`src/design/autorange_heatmap_colorizer_defines.svh`:
```
// assertion macros used by the colorizer top level
`ifndef AUTORANGE_HEATMAP_COLORIZER_DEFINES_SVH
`define AUTORANGE_HEATMAP_COLORIZER_DEFINES_SVH

// plain property, checked every cycle out of reset
`define AHC_ASSERT(lbl, clk, rst_n, prop, msg) \
    lbl: assert property (@(posedge clk) disable iff (!rst_n) (prop)) else $error(msg);

// same-cycle implication
`define AHC_ASSERT_IMP(lbl, clk, rst_n, ante, cons, msg) \
    lbl: assert property (@(posedge clk) disable iff (!rst_n) (ante) |-> (cons)) \
        else $error(msg);

// next-cycle implication
`define AHC_ASSERT_NXT(lbl, clk, rst_n, ante, cons, msg) \
    lbl: assert property (@(posedge clk) disable iff (!rst_n) (ante) |=> (cons)) \
        else $error(msg);

`endif

```
`src/design/ahc_pkg.sv`:
```
// shared types, constants and palette function of the heatmap colorizer
`default_nettype none

package ahc_pkg;

    localparam int SAMPLE_WIDTH_DEF = 32;
    localparam int PALETTE_SIZE     = 256;
    localparam int IDX_W            = $clog2(PALETTE_SIZE);
    localparam int CNT_W            = $clog2(IDX_W);
    localparam int COLOR_W          = 24;
    localparam int OUT_W            = COLOR_W + IDX_W;
    localparam int SMOOTH_W         = 17;
    localparam int FRAC_W           = 16;

    localparam logic [SMOOTH_W-1:0] SMOOTH_ONE = SMOOTH_W'(65536);
    localparam logic [SMOOTH_W-1:0] SMOOTH_RST = SMOOTH_W'(6554);

    typedef enum logic [3:0] {
        S_IDLE,
        S_SETUP,
        S_DIV,
        S_OUT,
        S_MUL_HI,
        S_ADD_HI,
        S_MUL_LO,
        S_ADD_LO,
        S_SCALE
    } t_state;

    typedef struct packed {
        logic load;
        logic div_init;
        logic div_step;
        logic out_load;
        logic mul_hi;
        logic add_hi;
        logic mul_lo;
        logic add_lo;
        logic scale_upd;
    } t_dp_cmd;

    typedef struct packed {
        logic out_free;
        logic last;
    } t_dp_sts;

    // {blue, green, red} of one palette entry
    function automatic logic [COLOR_W-1:0] palette_entry(input logic [IDX_W-1:0] k);
        logic [7:0] red;
        logic [7:0] green;
        logic [7:0] blue;
        logic [5:0] m;
        m = k[5:0];
        priority if (!k[7]) begin
            blue  = {1'b0, k[6:0]};
            green = 8'd0;
            red   = 8'd254 - {k[6:0], 1'b0};
        end else if (!k[6]) begin
            blue  = 8'd126 - {1'b0, m, 1'b0};
            green = {m, 2'b11};
            red   = 8'd0;
        end else begin
            blue  = 8'd0;
            green = 8'hff;
            red   = {m, 2'b11};
        end
        return {blue, green, red};
    endfunction

endpackage

`default_nettype wire

```
`src/design/autorange_heatmap_colorizer.sv`:
```
// top level of the auto-ranging heatmap colorizer
//
//  port group     dir  payload (low bit first)                 end marker
//  s_axis         in   power_sample                            tlast = frame_end
//  m_axis         out  red, green, blue, color_index           tlast = frame_done
//  i_cfg_wr_*     in   smoothing_factor                        -
//
// an ordinary word goes through one load, one divider setup, 8 restoring-divider steps for the
// index bits and one output load before the next word can be accepted.
// a frame-end word adds two multiply/add pairs on the shared smoothing multiplier and one span
// update.
// the output load waits while the output register holds an untaken word.
// reset is synchronous: range 0, span 0, smoothing 6554, trackers cleared.
`default_nettype none

`include "autorange_heatmap_colorizer_defines.svh"

module autorange_heatmap_colorizer
    import ahc_pkg::*;
#(
    parameter int SAMPLE_WIDTH = SAMPLE_WIDTH_DEF
) (
    input  wire logic                   i_clk,
    input  wire logic                   i_rst_n,
    input  wire logic                   i_cfg_wr_en,
    input  wire logic [SMOOTH_W-1:0]    i_cfg_wr_data,
    input  wire logic                   s_axis_tvalid,
    output logic                        s_axis_tready,
    // power_sample, zero padded to whole bytes
    input  wire logic [((SAMPLE_WIDTH+7)/8)*8-1:0] s_axis_tdata,
    input  wire logic                   s_axis_tlast,
    output logic                        m_axis_tvalid,
    input  wire logic                   m_axis_tready,
    // red [7:0], green [15:8], blue [23:16], color_index [31:24]
    output logic [OUT_W-1:0]            m_axis_tdata,
    output logic                        m_axis_tlast
);

    t_dp_cmd w_cmd;
    t_dp_sts w_sts;

    ahc_ctrl u_ctrl (
        .i_clk      (i_clk),
        .i_rst_n    (i_rst_n),
        .i_s_tvalid (s_axis_tvalid),
        .o_s_tready (s_axis_tready),
        .i_sts      (w_sts),
        .o_cmd      (w_cmd)
    );

    ahc_dp #(
        .SAMPLE_WIDTH (SAMPLE_WIDTH)
    ) u_dp (
        .i_clk         (i_clk),
        .i_rst_n       (i_rst_n),
        .i_cfg_wr_en   (i_cfg_wr_en),
        .i_cfg_wr_data (i_cfg_wr_data),
        .i_sample      ($signed(s_axis_tdata[SAMPLE_WIDTH-1:0])),
        .i_last        (s_axis_tlast),
        .i_cmd         (w_cmd),
        .o_sts         (w_sts),
        .i_m_tready    (m_axis_tready),
        .o_m_tvalid    (m_axis_tvalid),
        .o_m_tdata     (m_axis_tdata),
        .o_m_tlast     (m_axis_tlast)
    );

    // only one word in flight
    `AHC_ASSERT_NXT(a_one_in_flight, i_clk, i_rst_n, s_axis_tvalid && s_axis_tready, !s_axis_tready, "word accepted while another is in flight")
    // the output register is never overwritten while it holds an untaken word
    `AHC_ASSERT_IMP(a_out_room, i_clk, i_rst_n, w_cmd.out_load, w_sts.out_free, "output load without room")
    // the datapath gets at most one command per cycle
    `AHC_ASSERT(a_cmd_onehot, i_clk, i_rst_n, $onehot0(w_cmd), "overlapping datapath commands")

endmodule

`default_nettype wire

```
`src/design/ahc_ctrl.sv`:
```
// sequencer for index division, output load and frame-end range update
`default_nettype none

module ahc_ctrl
    import ahc_pkg::*;
(
    input  wire logic    i_clk,
    input  wire logic    i_rst_n,
    input  wire logic    i_s_tvalid,
    output logic         o_s_tready,
    input  wire t_dp_sts i_sts,
    output t_dp_cmd      o_cmd
);

    t_state             r_state;
    t_state             n_state;
    logic [CNT_W-1:0]   r_cnt;
    logic [CNT_W-1:0]   n_cnt;

    always_ff @(posedge i_clk) begin
        if (!i_rst_n) begin
            r_state <= S_IDLE;
            r_cnt   <= '0;
        end else begin
            r_state <= n_state;
            r_cnt   <= n_cnt;
        end
    end

    always_comb begin
        n_state    = r_state;
        n_cnt      = r_cnt;
        o_cmd      = '0;
        o_s_tready = 1'b0;
        unique case (r_state)
            S_IDLE: begin
                o_s_tready = 1'b1;
                if (i_s_tvalid) begin
                    o_cmd.load = 1'b1;
                    n_state    = S_SETUP;
                end
            end
            S_SETUP: begin
                o_cmd.div_init = 1'b1;
                n_cnt          = '0;
                n_state        = S_DIV;
            end
            S_DIV: begin
                o_cmd.div_step = 1'b1;
                n_cnt          = r_cnt + CNT_W'(1);
                if (r_cnt == CNT_W'(IDX_W - 1)) begin
                    n_state = S_OUT;
                end
            end
            S_OUT: begin
                if (i_sts.out_free) begin
                    o_cmd.out_load = 1'b1;
                    n_state        = i_sts.last ? S_MUL_HI : S_IDLE;
                end
            end
            S_MUL_HI: begin
                o_cmd.mul_hi = 1'b1;
                n_state      = S_ADD_HI;
            end
            S_ADD_HI: begin
                o_cmd.add_hi = 1'b1;
                n_state      = S_MUL_LO;
            end
            S_MUL_LO: begin
                o_cmd.mul_lo = 1'b1;
                n_state      = S_ADD_LO;
            end
            S_ADD_LO: begin
                o_cmd.add_lo = 1'b1;
                n_state      = S_SCALE;
            end
            S_SCALE: begin
                o_cmd.scale_upd = 1'b1;
                n_state         = S_IDLE;
            end
            default: begin
                n_state = S_IDLE;
            end
        endcase
    end

endmodule

`default_nettype wire

```
`src/design/ahc_dp.sv`:
```
// range registers, restoring divider, smoothing multiplier and output register
`default_nettype none

module ahc_dp
    import ahc_pkg::*;
#(
    parameter int SAMPLE_WIDTH = SAMPLE_WIDTH_DEF
) (
    input  wire logic                           i_clk,
    input  wire logic                           i_rst_n,
    input  wire logic                           i_cfg_wr_en,
    input  wire logic [SMOOTH_W-1:0]            i_cfg_wr_data,
    input  wire logic signed [SAMPLE_WIDTH-1:0] i_sample,
    input  wire logic                           i_last,
    input  wire t_dp_cmd                        i_cmd,
    output t_dp_sts                             o_sts,
    input  wire logic                           i_m_tready,
    output logic                                o_m_tvalid,
    output logic [OUT_W-1:0]                    o_m_tdata,
    output logic                                o_m_tlast
);

    localparam int W      = SAMPLE_WIDTH;
    localparam int PROD_W = W + SMOOTH_W + 2;
    localparam logic signed [W-1:0] S_MAX = {1'b0, {(W-1){1'b1}}};
    localparam logic signed [W-1:0] S_MIN = {1'b1, {(W-1){1'b0}}};

    logic [SMOOTH_W-1:0]        r_smooth;
    logic signed [W-1:0]        r_range_lo;
    logic signed [W-1:0]        r_range_hi;
    logic signed [W-1:0]        r_frame_lo;
    logic signed [W-1:0]        r_frame_hi;
    logic [W-1:0]               r_span;
    logic signed [W:0]          r_diff;
    logic                       r_last;
    logic [W-1:0]               r_rem;
    logic [IDX_W-1:0]           r_quot;
    logic                       r_run;
    logic signed [PROD_W-1:0]   r_prod;
    logic                       r_out_valid;
    logic [OUT_W-1:0]           r_out_data;
    logic                       r_out_last;

    logic signed [W:0]          w_diff_in;
    logic                       w_zero;
    logic                       w_sat;
    logic [W:0]                 w_rem2;
    logic [W:0]                 w_rem_sub;
    logic                       w_ge;
    logic signed [W:0]          w_mul_d;
    logic signed [SMOOTH_W:0]   w_a;
    logic signed [PROD_W-1:0]   w_prod;
    logic signed [W-1:0]        w_step;
    logic                       w_out_free;

    assign w_diff_in = {i_sample[W-1], i_sample} - {r_range_lo[W-1], r_range_lo};

    // no positive offset or empty span gives index zero; offset at or past span saturates
    assign w_zero = (r_span == '0) || r_diff[W] || (r_diff == '0);
    assign w_sat  = !r_diff[W] && (r_diff[W-1:0] >= r_span);

    assign w_rem2    = {r_rem, 1'b0};
    assign w_rem_sub = w_rem2 - {1'b0, r_span};
    assign w_ge      = w_rem2 >= {1'b0, r_span};

    assign w_mul_d = i_cmd.mul_lo
                   ? {r_frame_lo[W-1], r_frame_lo} - {r_range_lo[W-1], r_range_lo}
                   : {r_frame_hi[W-1], r_frame_hi} - {r_range_hi[W-1], r_range_hi};
    assign w_a     = {1'b0, r_smooth};
    assign w_prod  = w_a * w_mul_d;
    // arithmetic shift keeps the floor toward minus infinity
    assign w_step  = r_prod[FRAC_W +: W];

    assign w_out_free = !r_out_valid || i_m_tready;

    always_ff @(posedge i_clk) begin
        if (!i_rst_n) begin
            r_smooth   <= SMOOTH_RST;
            r_range_lo <= '0;
            r_range_hi <= '0;
            r_frame_lo <= S_MAX;
            r_frame_hi <= S_MIN;
            r_span     <= '0;
        end else begin
            if (i_cfg_wr_en) begin
                r_smooth <= (i_cfg_wr_data > SMOOTH_ONE) ? SMOOTH_ONE : i_cfg_wr_data;
            end
            if (i_cmd.load) begin
                if (i_sample > r_frame_hi) begin
                    r_frame_hi <= i_sample;
                end
                if (i_sample < r_frame_lo) begin
                    r_frame_lo <= i_sample;
                end
            end
            if (i_cmd.add_hi) begin
                r_range_hi <= r_range_hi + w_step;
            end
            if (i_cmd.add_lo) begin
                r_range_lo <= r_range_lo + w_step;
            end
            if (i_cmd.scale_upd) begin
                r_span     <= (r_range_hi > r_range_lo) ? W'(r_range_hi - r_range_lo) : '0;
                r_frame_lo <= S_MAX;
                r_frame_hi <= S_MIN;
            end
        end
    end

    always_ff @(posedge i_clk) begin
        if (i_cmd.load) begin
            r_diff <= w_diff_in;
            r_last <= i_last;
        end
        if (i_cmd.div_init) begin
            r_rem  <= r_diff[W-1:0];
            r_quot <= (!w_zero && w_sat) ? '1 : '0;
            r_run  <= !w_zero && !w_sat;
        end else if (i_cmd.div_step && r_run) begin
            r_rem  <= w_ge ? w_rem_sub[W-1:0] : w_rem2[W-1:0];
            r_quot <= {r_quot[IDX_W-2:0], w_ge};
        end
        if (i_cmd.mul_hi || i_cmd.mul_lo) begin
            r_prod <= w_prod;
        end
        if (i_cmd.out_load) begin
            r_out_data <= {r_quot, palette_entry(r_quot)};
            r_out_last <= r_last;
        end
    end

    always_ff @(posedge i_clk) begin
        if (!i_rst_n) begin
            r_out_valid <= 1'b0;
        end else if (i_cmd.out_load) begin
            r_out_valid <= 1'b1;
        end else if (i_m_tready) begin
            r_out_valid <= 1'b0;
        end
    end

    assign o_sts.out_free = w_out_free;
    assign o_sts.last     = r_last;
    assign o_m_tvalid     = r_out_valid;
    assign o_m_tdata      = r_out_data;
    assign o_m_tlast      = r_out_last;

endmodule

`default_nettype wire

```
`config.mk`:
```
export PLATFORM = sky130hd
export DESIGN_NAME = autorange_heatmap_colorizer
export DESIGN_NICKNAME = d
export VERILOG_FILES = /design/src/design/ahc_pkg.sv /design/src/design/autorange_heatmap_colorizer.sv /design/src/design/ahc_ctrl.sv /design/src/design/ahc_dp.sv
export VERILOG_INCLUDE_DIRS = /design/src /design/src/design
export SDC_FILE = /design/constraint.sdc
export NUM_CORES = 2
export LEC_CHECK = 0
export ABC_AREA = 1
export BUFFER_PORTS_ARGS = -buffer_cell sky130_fd_sc_hd__buf_4
export CORE_MARGIN = 2
export CORE_UTILIZATION = 65
export CTS_CLUSTER_SIZE = 25
export DETAILED_ROUTE_END_ITERATION = 16
export GPL_ROUTABILITY_DRIVEN = 0
export PLACE_DENSITY = 0.9
export SLEW_MARGIN = 30
export SYNTH_ARGS = -nofsm -noshare
export SYNTH_HDL_FRONTEND = slang
export SYNTH_HIERARCHICAL = 1
export SYNTH_SLANG_ARGS = --single-unit
```
`constraint.sdc`:
```
create_clock -name i_clk -period 10.68 [get_ports i_clk]
set_clock_uncertainty 0.2 [all_clocks]
set_input_delay 1.068 -clock i_clk [delete_from_list [all_inputs] [get_ports i_clk]]
set_output_delay 1.068 -clock i_clk [all_outputs]
set_load 0.03 [all_outputs]
```
==> flow_metrics.env <==
export IMPL_drt_iter0_drc=5407
export IMPL_synth_top_area_share_pct=22.8
export IMPL_rrSetupSlack_ns=1.49
export IMPL_synthToLayoutAreaGrowth_pct=5.92
export IMPL_drv_cap=0
export IMPL_htree_levels=2
export IMPL_synth_top_cell_by_area="fa_1"
export IMPL_worst_ep_required_time_ns=10.83
export IMPL_io_pins=90
export IMPL_clock_path_buffers=3
export IMPL_use_met1_pct=44.7
export IMPL_multiInputGateArea_um2=32400
export IMPL_detail_route_antenna_nets=0
export IMPL_yosys_warnings=6
export IMPL_wire_per_inst_um=20.4
export IMPL_hp_class="reg -> reg"
export IMPL_syn_avg_cell_area_um2=7.60
export IMPL_worstMarginPinSlew_ns=1.15
export IMPL_worstHoldStart="u_ctrl/r_cnt[1]"
export IMPL_slew_headroom_pct=23.2
export IMPL_cts_repair_resized=0
export IMPL_clkSlewWorstSetupHoldPaths_ns=0.06
export IMPL_whs_endpoint="u_ctrl/r_cnt[1]"
export IMPL_critPathKind="reg -> reg"
export IMPL_startpoint_type="flip-flop"
export IMPL_synth_seq_cells=323
export IMPL_top_usage_layer="met2"
export IMPL_r2r_cells=34
export IMPL_post_synth_top_count_cell="inv_1"
export IMPL_die_h_um=269
export IMPL_die_area_um2=72600
export IMPL_grt_pass1_vias=43400
export IMPL_cts_tree="yes"
export IMPL_critPathMostFrequentCell="nand2_1"
export IMPL_async_flop_share_pct=0
export IMPL_setup_viol_count_final=0
export IMPL_core_area_um2=69900
export IMPL_synth_fp_nets=7031
export IMPL_start_util_pct=65.5
export IMPL_use_met2_pct=63.3
export IMPL_synth_edf_count=138
export IMPL_finalSetupTns_ns=0
export IMPL_cts_buffers=37
export IMPL_dieWidth_um=269
export IMPL_cp_arrival_ns=9.34
export IMPL_holdPathStages=2
export IMPL_drive_gt1_share_pct=6.16
export IMPL_hpwl_um=112000
export IMPL_wl_um=142000
export IMPL_slew_violations=0
export IMPL_finalCritPeriodShare_pct=86.1
export IMPL_yosysUniqueCellTypes=75
export IMPL_grt_remaining_overflow=0
export IMPL_grt_pass1_wl_um=224000
export IMPL_yosys_top_cells_count="inv_1 (1272), nand2_1 (1044), nor2_1 (580), fa_1 (521), ha_1 (429)"
export IMPL_rsz0062_at_grt="no"
export IMPL_nets=7032
export IMPL_syn_inst=6026
export IMPL_yosys_top_cells_area="fa_1 (23%), ha_1 (12%), inv_1 (10%)"
export IMPL_row_count=97
export IMPL_seq_area_um2=7850
export IMPL_drc=0
export IMPL_grt_met3_usage_pct=9.52
export IMPL_io_buffers=88
export IMPL_slowest_delay_ns=0.59
export IMPL_clock_latency_ns=0.59
export IMPL_cts_root_buf="clkbuf_16"
export IMPL_r2r_end="u_dp/r_prod[47]"
export IMPL_critPathMaxFanout=12
export IMPL_antenna_found_initial=6
export IMPL_hold_violations=0
export IMPL_drt_pass1_iterations=8
export IMPL_grt_max_degree=68
export IMPL_regToRegStartpoint="u_dp/r_range_lo[1]"
export IMPL_status="finished, final reports clean"
export IMPL_cp_end_kind="flip-flop"
export IMPL_cts_num_sinks=323
export IMPL_grt_util_all_layers_pct=38.9
export IMPL_max_freq_mhz=109
export IMPL_critPathSlowestCell="nand2_1"
export IMPL_nFillCells=5150
export IMPL_vias_per_cell=6.15
export IMPL_cts_post_setup_buffers_inserted=0
export IMPL_cts_hold_buf=0
export IMPL_ys_flop_type="dfxtp_1"
export IMPL_vias=43000
export IMPL_post_route_min_period_ns=9.19
export IMPL_synth_area_um2=45800
export IMPL_yosysSeqAreaShare_pct=17.1
registers in the layout, indices dropped and copies added, names as in the netlist:
| name | cells |
|---|---|
| u_dp/r_smooth | 17 |
| u_dp/r_prod | 32 |
| u_dp/r_quot | 8 |
| u_dp/r_frame_lo | 32 |
| u_dp/r_rem | 32 |
| u_dp/r_diff | 33 |
| u_ctrl/r_state | 4 |
| u_dp/o_m_tlast | 1 |
| u_dp/r_frame_hi | 32 |
| u_dp/r_range_hi | 32 |
| u_ctrl/r_cnt | 3 |
| u_dp/r_range_lo | 32 |
| u_dp/o_m_tdata | 30 |
| u_dp/r_span | 32 |
| u_dp/r_run | 1 |
| u_dp/o_m_tvalid | 1 |
| u_dp/r_last | 1 |
stage by stage:
stage / setup slack, ns / cell area [um2] / util (%) / hold WS [ns] / cells
floorplan: 3.21 / 45800 / - / 0.228 / 6026
global placement: 2.04 / 47200 / 67.5 / 0.241 / 6928
detailed placement: 1.78 / 47200 / 67.5 / 0.249 / 6928
CTS: 1.71 / 48500 / 69.3 / 0.275 / 6996
global route: 1.04 / 48500 / 69.4 / 0.304 / 6997
finish: 1.49 / 48500 / 69.4 / 0.278 / 6998
final cells by class:
cell class                 instances  area share [%]
multi-input combinational       4253            66.9
tap                              940            2.43
antenna                            2          0.0103
inverter                        1294            10.0
sequential                       323            16.2
timing repair buffer             118            1.83
clock inverter                    24           0.557
clock buffer                      44            2.07
worst max-delay path: cells and delay by family (launching register included):
kind,cells,cell delay (ns)
compound gates,2,0.42
xor+xnor,1,0.27
fa+ha+maj,8,3.77
buf+inv,6,0.54
flops,1,0.52
simple gates,17,3.22
cells in the final DEF, fill, tap and decap left out, types with 76 or more instances in the layout:
| master | netlist | final |
|---|---|---|
| a21oi_1 | 423 | 423 |
| buf_4 | 6 | 118 |
| dfxtp_1 | 185 | 183 |
| edfxtp_1 | 138 | 138 |
| fa_1 | 521 | 521 |
| ha_1 | 429 | 429 |
| inv_1 | 1272 | 1270 |
| nand2_1 | 1044 | 1044 |
| nand3_1 | 216 | 216 |
| nor2_1 | 580 | 577 |
| o21ai_0 | 258 | 258 |
| xnor2_1 | 76 | 76 |
| xor2_1 | 117 | 117 |
metal layers:
layer,up-vias,part of all wire [%]
met4,6,9.0
met3,905,13
met2,3163,45
met5,-,0.029
li1,19100,-
met1,19900,34
cells by family after synthesis:
group           count (synthesis)  share of synthesized area, %
buf+inv                      1450                          12.1
compound gates                973                          12.5
xor+xnor                      196                          3.85
simple gates                 2133                          19.9
flops                         323                          17.1
fa+ha+maj                     950                          34.5
other cells                     1                       0.00819
worst max-delay path by stage:
stage                                  start               to  slack (ns)  cells past startpoint
after floorplan           u_dp/r_frame_hi[0]  u_dp/r_prod[47]        3.21                     39
after global placement    u_dp/r_range_hi[1]  u_dp/r_prod[47]        2.04                     34
after detailed placement  u_dp/r_range_lo[1]  u_dp/r_prod[47]        1.78                     34
after CTS                 u_dp/r_range_lo[1]  u_dp/r_prod[47]        1.71                     34
after global routing      u_dp/r_range_lo[1]  u_dp/r_prod[47]        1.04                     34
final                     u_dp/r_range_lo[1]  u_dp/r_prod[47]        1.49                     34
Power is not shown: default switching activity piles up to over one toggle a cycle in this logic, so the estimate is an artifact.
